===== config.mk =====
export PLATFORM = sky130hd
export DESIGN_NAME = integer_to_roman_numeral
export DESIGN_NICKNAME = d
export VERILOG_FILES = /design/src/rtl/i2r_pkg.sv /design/src/rtl/i2r_ctrl.sv /design/src/rtl/i2r_datapath.sv /design/src/rtl/integer_to_roman_numeral.sv
export SDC_FILE = /design/constraint.sdc
export NUM_CORES = 1
export LEC_CHECK = 0
export ABC_AREA = 1
export BUFFER_PORTS_ARGS = -buffer_cell sky130_fd_sc_hd__buf_2
export CORE_ASPECT_RATIO = 1.1
export CORE_MARGIN = 1
export CORE_UTILIZATION = 55
export DETAILED_ROUTE_END_ITERATION = 10
export GPL_TIMING_DRIVEN = 0
export PLACE_DENSITY_LB_ADDON = 0.12
export SYNTH_ARGS = -nofsm -noshare
export SYNTH_HDL_FRONTEND = slang
export SYNTH_HIERARCHICAL = 1
export SYNTH_SLANG_ARGS = --single-unit

===== constraint.sdc =====
create_clock -name clk -period 5.5 [get_ports clk]
set_input_delay 0 -clock clk [delete_from_list [all_inputs] [get_ports clk]]
set_output_delay 0 -clock clk [all_outputs]
set_load 0.03 [all_outputs]

===== src/rtl/i2r_pkg.sv =====
package i2r_pkg;

    localparam int VALUE_W = 13;
    localparam int CHAR_W  = 8;
    localparam int AMT_W   = 10;

    localparam logic [VALUE_W-1:0] VALUE_LIMIT = 13'd5000;

    localparam logic [CHAR_W-1:0] CH_NONE = 8'h00;
    localparam logic [CHAR_W-1:0] CH_I    = 8'h49;
    localparam logic [CHAR_W-1:0] CH_V    = 8'h56;
    localparam logic [CHAR_W-1:0] CH_X    = 8'h58;
    localparam logic [CHAR_W-1:0] CH_L    = 8'h4C;
    localparam logic [CHAR_W-1:0] CH_C    = 8'h43;
    localparam logic [CHAR_W-1:0] CH_D    = 8'h44;
    localparam logic [CHAR_W-1:0] CH_M    = 8'h4D;

    // controller to datapath
    typedef struct packed {
        logic load;   // take a new value
        logic step;   // produce one result into the output register
    } i2r_cmd_t;

    // datapath to controller
    typedef struct packed {
        logic out_free;   // output register empty or draining this cycle
        logic step_last;  // a step now would produce the final result
    } i2r_status_t;

    // one greedy symbol: amount taken off the remainder and its letters
    typedef struct packed {
        logic [AMT_W-1:0]  amount;
        logic [CHAR_W-1:0] first;
        logic [CHAR_W-1:0] second;
        logic              pair;
    } i2r_sym_t;

    function automatic i2r_sym_t pick_symbol(input logic [VALUE_W-1:0] rem);
        i2r_sym_t s;
        s = '{amount: 10'd1, first: CH_I, second: CH_NONE, pair: 1'b0};
        if (rem >= 13'd1000)
            s = '{amount: 10'd1000, first: CH_M, second: CH_NONE, pair: 1'b0};
        else if (rem >= 13'd900)
            s = '{amount: 10'd900, first: CH_C, second: CH_M, pair: 1'b1};
        else if (rem >= 13'd500)
            s = '{amount: 10'd500, first: CH_D, second: CH_NONE, pair: 1'b0};
        else if (rem >= 13'd400)
            s = '{amount: 10'd400, first: CH_C, second: CH_D, pair: 1'b1};
        else if (rem >= 13'd100)
            s = '{amount: 10'd100, first: CH_C, second: CH_NONE, pair: 1'b0};
        else if (rem >= 13'd90)
            s = '{amount: 10'd90, first: CH_X, second: CH_C, pair: 1'b1};
        else if (rem >= 13'd50)
            s = '{amount: 10'd50, first: CH_L, second: CH_NONE, pair: 1'b0};
        else if (rem >= 13'd40)
            s = '{amount: 10'd40, first: CH_X, second: CH_L, pair: 1'b1};
        else if (rem >= 13'd10)
            s = '{amount: 10'd10, first: CH_X, second: CH_NONE, pair: 1'b0};
        else if (rem >= 13'd9)
            s = '{amount: 10'd9, first: CH_I, second: CH_X, pair: 1'b1};
        else if (rem >= 13'd5)
            s = '{amount: 10'd5, first: CH_V, second: CH_NONE, pair: 1'b0};
        else if (rem >= 13'd4)
            s = '{amount: 10'd4, first: CH_I, second: CH_V, pair: 1'b1};
        return s;
    endfunction

endpackage


===== src/rtl/i2r_ctrl.sv =====
module i2r_ctrl
    import i2r_pkg::*;
(
    input  logic        clk,
    input  logic        rst_n,
    input  logic        s_tvalid,
    output logic        s_tready,
    input  i2r_status_t status,
    output i2r_cmd_t    cmd
);

    localparam logic ST_IDLE = 1'b0;
    localparam logic ST_EMIT = 1'b1;

    logic state_reg;
    logic state_next;

    assign s_tready = (state_reg == ST_IDLE);
    assign cmd.load = s_tvalid && s_tready;
    assign cmd.step = (state_reg == ST_EMIT) && status.out_free;

    always_comb
    begin
        state_next = state_reg;
        case (state_reg)
            ST_IDLE:
            begin
                if (cmd.load)
                    state_next = ST_EMIT;
            end
            ST_EMIT:
            begin
                if (cmd.step && status.step_last)
                    state_next = ST_IDLE;
            end
            default:
                state_next = ST_IDLE;
        endcase
    end

    always_ff @(posedge clk or negedge rst_n)
    begin
        if (!rst_n)
            state_reg <= ST_IDLE;
        else
            state_reg <= state_next;
    end

endmodule


===== src/rtl/i2r_datapath.sv =====
module i2r_datapath
    import i2r_pkg::*;
(
    input  logic               clk,
    input  logic               rst_n,
    input  i2r_cmd_t           cmd,
    output i2r_status_t        status,
    input  logic [VALUE_W-1:0] value,
    output logic               m_tvalid,
    input  logic               m_tready,
    output logic [CHAR_W-1:0]  m_tdata,
    output logic [1:0]         m_tuser,
    output logic               m_tlast
);

    logic [VALUE_W-1:0] rem_reg;
    logic [VALUE_W-1:0] rem_next;
    logic [CHAR_W-1:0]  pend_char_reg;
    logic [CHAR_W-1:0]  pend_char_next;
    logic               pend_valid_reg;
    logic               pend_valid_next;

    logic               out_valid_reg;
    logic [CHAR_W-1:0]  out_char_reg;
    logic               out_has_reg;
    logic               out_big_reg;
    logic               out_last_reg;

    logic [CHAR_W-1:0]  res_char;
    logic               res_has;
    logic               res_big;
    logic               res_last;

    i2r_sym_t           sym;
    logic [VALUE_W-1:0] rem_sub;

    assign sym     = pick_symbol(rem_reg);
    assign rem_sub = rem_reg - {{(VALUE_W-AMT_W){1'b0}}, sym.amount};

    always_comb
    begin
        res_char        = CH_NONE;
        res_has         = 1'b0;
        res_big         = 1'b0;
        res_last        = 1'b1;
        rem_next        = rem_reg;
        pend_char_next  = pend_char_reg;
        pend_valid_next = pend_valid_reg;
        if (rem_reg > VALUE_LIMIT)
        begin
            res_big = 1'b1;
        end
        else if (pend_valid_reg)
        begin
            // second letter of a subtractive pair
            res_char        = pend_char_reg;
            res_has         = 1'b1;
            res_last        = (rem_reg == '0);
            pend_valid_next = 1'b0;
        end
        else if (rem_reg != '0)
        begin
            res_char = sym.first;
            res_has  = 1'b1;
            rem_next = rem_sub;
            if (sym.pair)
            begin
                res_last        = 1'b0;
                pend_char_next  = sym.second;
                pend_valid_next = 1'b1;
            end
            else
            begin
                res_last = (rem_sub == '0);
            end
        end
        // zero input: the defaults give the empty final beat
    end

    assign status.out_free  = !out_valid_reg || m_tready;
    assign status.step_last = res_last;

    always_ff @(posedge clk or negedge rst_n)
    begin
        if (!rst_n)
        begin
            pend_valid_reg <= 1'b0;
            out_valid_reg  <= 1'b0;
        end
        else
        begin
            if (cmd.load)
                pend_valid_reg <= 1'b0;
            else if (cmd.step)
                pend_valid_reg <= pend_valid_next;
            if (cmd.step)
                out_valid_reg <= 1'b1;
            else if (m_tready)
                out_valid_reg <= 1'b0;
        end
    end

    always_ff @(posedge clk)
    begin
        if (cmd.load)
            rem_reg <= value;
        else if (cmd.step)
            rem_reg <= rem_next;
        if (cmd.step)
        begin
            pend_char_reg <= pend_char_next;
            out_char_reg  <= res_char;
            out_has_reg   <= res_has;
            out_big_reg   <= res_big;
            out_last_reg  <= res_last;
        end
    end

    assign m_tvalid = out_valid_reg;
    assign m_tdata  = out_char_reg;
    assign m_tuser  = {out_big_reg, out_has_reg};
    assign m_tlast  = out_last_reg;

`ifndef NO_ASSERTIONS
    a_big_is_final: assert property (@(posedge clk) disable iff (!rst_n)
        (out_valid_reg && out_big_reg) |-> (!out_has_reg && out_last_reg))
        else $error("too_large beat carries a letter or is not final");

    a_pair_pends: assert property (@(posedge clk) disable iff (!rst_n)
        (cmd.step && !pend_valid_reg && sym.pair && res_has) |=> pend_valid_reg)
        else $error("subtractive pair did not leave its second letter pending");

    a_pend_drains: assert property (@(posedge clk) disable iff (!rst_n)
        (cmd.step && pend_valid_reg && !cmd.load) |=> !pend_valid_reg)
        else $error("pending letter not cleared after it was sent");

    a_pair_not_last: assert property (@(posedge clk) disable iff (!rst_n)
        (cmd.step && pend_valid_next && !pend_valid_reg) |=> !out_last_reg)
        else $error("first letter of a pair marked final");
`endif

endmodule


===== src/rtl/integer_to_roman_numeral.sv =====
// Integer to Roman numeral converter. A 13-bit unsigned value taken on the
// s_ stream is written out on the m_ stream as its Roman numeral, one ASCII
// letter per beat (I V X L C D M), with tlast on the final beat. Thousands
// are repeated M, up to MMMMM for 5000; other digits use the subtractive
// forms IV, IX, XL, XC, CD, CM. Zero gives one empty beat, a value above
// 5000 one beat flagged too_large; neither carries a letter. A value is
// taken and then one beat is produced per cycle while the sink keeps up.
// The letter sequencer greedily takes the largest symbol off the remainder
// and sends one letter a cycle, also only while the sink keeps up (a
// subtractive pair gives two beats, its two letters in turn).
// The next value is accepted as soon as the final beat of the previous one
// sits in the output register.
module integer_to_roman_numeral
    import i2r_pkg::*;
(
    input  logic        clk,
    input  logic        rst_n,
    input  logic        s_tvalid,
    output logic        s_tready,
    input  logic [15:0] s_tdata,   // [12:0] value, [15:13] zero fill
    output logic        m_tvalid,
    input  logic        m_tready,
    output logic [7:0]  m_tdata,   // [7:0] char_code
    output logic [1:0]  m_tuser,   // [0] has_char, [1] too_large
    output logic        m_tlast
);

    i2r_cmd_t    cmd;
    i2r_status_t status;

    i2r_ctrl u_ctrl (
        .clk      (clk),
        .rst_n    (rst_n),
        .s_tvalid (s_tvalid),
        .s_tready (s_tready),
        .status   (status),
        .cmd      (cmd)
    );

    i2r_datapath u_datapath (
        .clk      (clk),
        .rst_n    (rst_n),
        .cmd      (cmd),
        .status   (status),
        .value    (s_tdata[VALUE_W-1:0]),
        .m_tvalid (m_tvalid),
        .m_tready (m_tready),
        .m_tdata  (m_tdata),
        .m_tuser  (m_tuser),
        .m_tlast  (m_tlast)
    );

endmodule

==> impl_metrics.py <==
metrics = {
    "cts": {
        "path_clk_slew_ns": 0.07,
        "cts_max_level": 2,
        "cts_tree": "built",
        "cts.sinks": 31,
        "cts_buffer_depth": 2,
        "cts_setup_buffers": 0,
        "clkLatencyLatePin_ns": 0.28,
        "numCtsBuffers": 5,
        "clock-root-buffer": "clkbuf_8",
    },
    "logic_synthesis": {
        "synth_edf_count": 28,
        "seq_area_frac_synth_pct": 36.2,
        "synthDistinctLibCells": 40,
        "yosys.area.top_type": "edfxtp_1",
        "synth-seq-cells": 31,
        "syn_area_per_cell_sq_um": 7.46,
        "yosys-top-cells-count": "86 x nand2_1, 44 x inv_1, 33 x nor2_1",
        "netlist_area_sq_um": 2530,
        "synth_flop_cell": "edfxtp_1",
        "syn_inst": 339,
        "synth.top_cell.area_share_pct": 33.2,
        "synth_area_leaders": "edfxtp_1 33%, nand2_1 13%, inv_1 6.5%",
        "async_reset_ff_share_pct": 9.68,
        "yosys_warnings": 6,
        "yosysMostFrequentCell": "nand2_1",
    },
    "critical_path": {
        "cp-start-kind": "flip-flop",
        "worstSetupPathType": "reg -> reg",
        "worst_setup_path_end_kind": "flip-flop",
        "rr_startpoint": "u_datapath/rem_reg[3]",
        "r2r_slack_ns": 1.55,
        "reg2reg_depth": 25,
        "slowest_stage": "edfxtp_1",
        "crit_fanout": 8,
        "r2r_end": "u_ctrl/state_reg",
        "arrival_ns": 4.12,
        "cpMostUsedCell": "nand2_1",
        "slowest_delay_ns": 0.54,
        "crit_end": "u_ctrl/state_reg",
        "critical_path.startpoint": "u_datapath/rem_reg[3]",
        "crit_required_ns": 5.67,
    },
    "routing": {
        "met3_wirelength_um": 297,
        "dr_wl_met2_mm": 3.16,
        "wl_met1_mm": 2.64,
        "drcViolationCount": 0,
        "vias": 2293,
        "drt_wl_total_mm": 6.16,
        "drt_iter0_drc": 214,
        "top_layer": "met4",
        "ant_nets": 0,
        "wire_per_inst_um": 14.0,
        "firstDrtPassIters": 4,
        "vias_per_cell": 5.21,
    },
    "timing": {
        "layout_setup_ws_ns": 1.55,
        "slew_headroom_pct": 57.8,
        "finalHoldWorstSlack_ns": 0.0130,
        "fin_skew_ns": 0.00923,
        "hold_violations": 0,
        "rsz0062_at_grt": "no",
        "max_freq_mhz": 253,
        "fin_tns_setup_ns": 0,
        "slew_viol_final": 0,
        "final.period_utilization_pct": 71.8,
        "worst_pin_slew_ns": 0.631,
        "fin_crit_ns": 3.95,
        "setup_viol": 0,
    },
    "worst_hold_path": {
        "hold_path.class": "in -> reg",
    },
    "power_and_ir_drop": {
        "power_mw": 1.96,
        "power.switching_mw": 0.975,
        "pwr-share-clk_pct": 11.9,
        "ir_worst_vdd_uv": 384,
        "internal_power_mw": 0.987,
        "power_leakage_nw": 1.33,
        "powerDensity_nw_per_um2": 662,
        "p_seq_share_pct": 28.3,
        "swShare_pct": 49.7,
        "power_frac_comb_pct": 59.8,
    },
    "finish": {
        "syn_to_final_growth_pct": 17.2,
        "final_cell_count_no_fill": 440,
        "finish.utilization_pct": 68.2,
        "fin_nets": 416,
        "design_area_sq_um": 2960,
        "drive_gt1_share_pct": 19.4,
        "largest_reg_flops": 13,
        "diodes": 0,
        "multi_input_area_sq_um": 1370,
        "seqCellArea_sq_um": 916,
        "n_fill_cell": 395,
    },
    "run_status": {
        "outcome": "finished clean",
    },
    "floorplanning": {
        "dieArea_sq_um": 4880,
        "core_sq_um": 4350,
        "rows": 25,
        "initial_core_util_pct": 58.2,
        "ios": 33,
        "fp.dieW_um": 66.7,
        "dieHeight_um": 73.1,
    },
    "global_route": {
        "grt_pass1_wl_mm": 9.91,
        "grt_overflow": 0,
        "antenna_found_initial": 0,
        "grt_max_degree": 14,
        "grt_usage_pct": 27.9,
        "grt_pass1_vias": 2172,
    },
    "place": {
        "gp_congestion": 0.953,
        "io_buffers": 27,
        "place_area_sq_um": 2740,
        "dp.cells": 421,
        "place_hpwl_mm": 4.81,
        "place_ws_ns": 1.65,
    },
    "flow_run": {
        "max-cap-violations": 0,
    },
}
-- power by group through the flow --
stage | clock network [mW] | logic (mW) | registers (mW)
2_1_floorplan | 0 | 0.841 | 0.594
3_3_place_gp | 0 | 1.13 | 0.558
3_5_place_dp | 0 | 1.15 | 0.560
4_1_cts | 0.238 | 1.16 | 0.555
5_1_grt | 0.247 | 1.32 | 0.572
6_report | 0.233 | 1.17 | 0.556
-- area by class of cell --
type | count | area share, %
plain buffers | 8 | 1.98
clock buffers | 6 | 2.79
clock inverters | 2 | 1.18
inverters | 51 | 6.46
multi-input cells | 250 | 46.1
flip-flops and latches | 31 | 30.9
well taps | 54 | 2.28
repair buffers | 38 | 8.27
-- routing by layer --
layer	vias up	global-route usage (%)
met2	60	50.1
li1	1198	-
met5	-	0
met1	1029	32.4
met3	6	5.63
met4	0	9.69
-- cell families (layout without fill, tap and decap cells) --
kind of cell / Yosys count / in the layout / synth area share (%)
buffers and inverters: 59 / 105 / 9.89
DFF: 31 / 31 / 36.2
and+or+nand+nor: 162 / 162 / 29.2
AOI/OAI and AO/OA: 67 / 67 / 16.1
adders and majority gates: 11 / 11 / 5.74
xor gates and xnor gates: 8 / 8 / 2.77
other: 1 / 2 / 0.148
-- worst max-delay path, delay by kind of cell, from the launching register on --
family / cells / cell delay (ns)
simple gates: 13 / 1.48
compound gates: 6 / 1.03
fa+ha+maj: 1 / 0.34
buf+inv: 5 / 0.44
flops: 1 / 0.54
-- worst min path at each step --
stage,startpoint,endpoint,cells after the start
2_1_floorplan,rst_n,u_ctrl/state_reg,0
3_5_place_dp,rst_n,u_ctrl/state_reg,1
4_1_cts,s_tvalid,u_ctrl/state_reg,5
5_1_grt,s_tdata[5],u_datapath/rem_reg[5],3
6_report,s_tvalid,u_ctrl/state_reg,5
3_3_place_gp,rst_n,u_ctrl/state_reg,1
-- layout by cell type (no fill, tap or decap), types with 10 or more instances in the layout --
cell type and count:
nand2_1 86, inv_1 44, nor2_1 33, edfxtp_1 28, buf_2 27, o21ai_0 23, a21oi_1 20, nand3_1 16
dlygate4sd3_1 11, ha_1 10
-- repair_timing --
action                                 in CTS  in global routing
endpoints found under the hold margin      13                  0
hold buffers                               11                  0
resized for setup                           0                  0
Power figures use the tool's default switching activity.
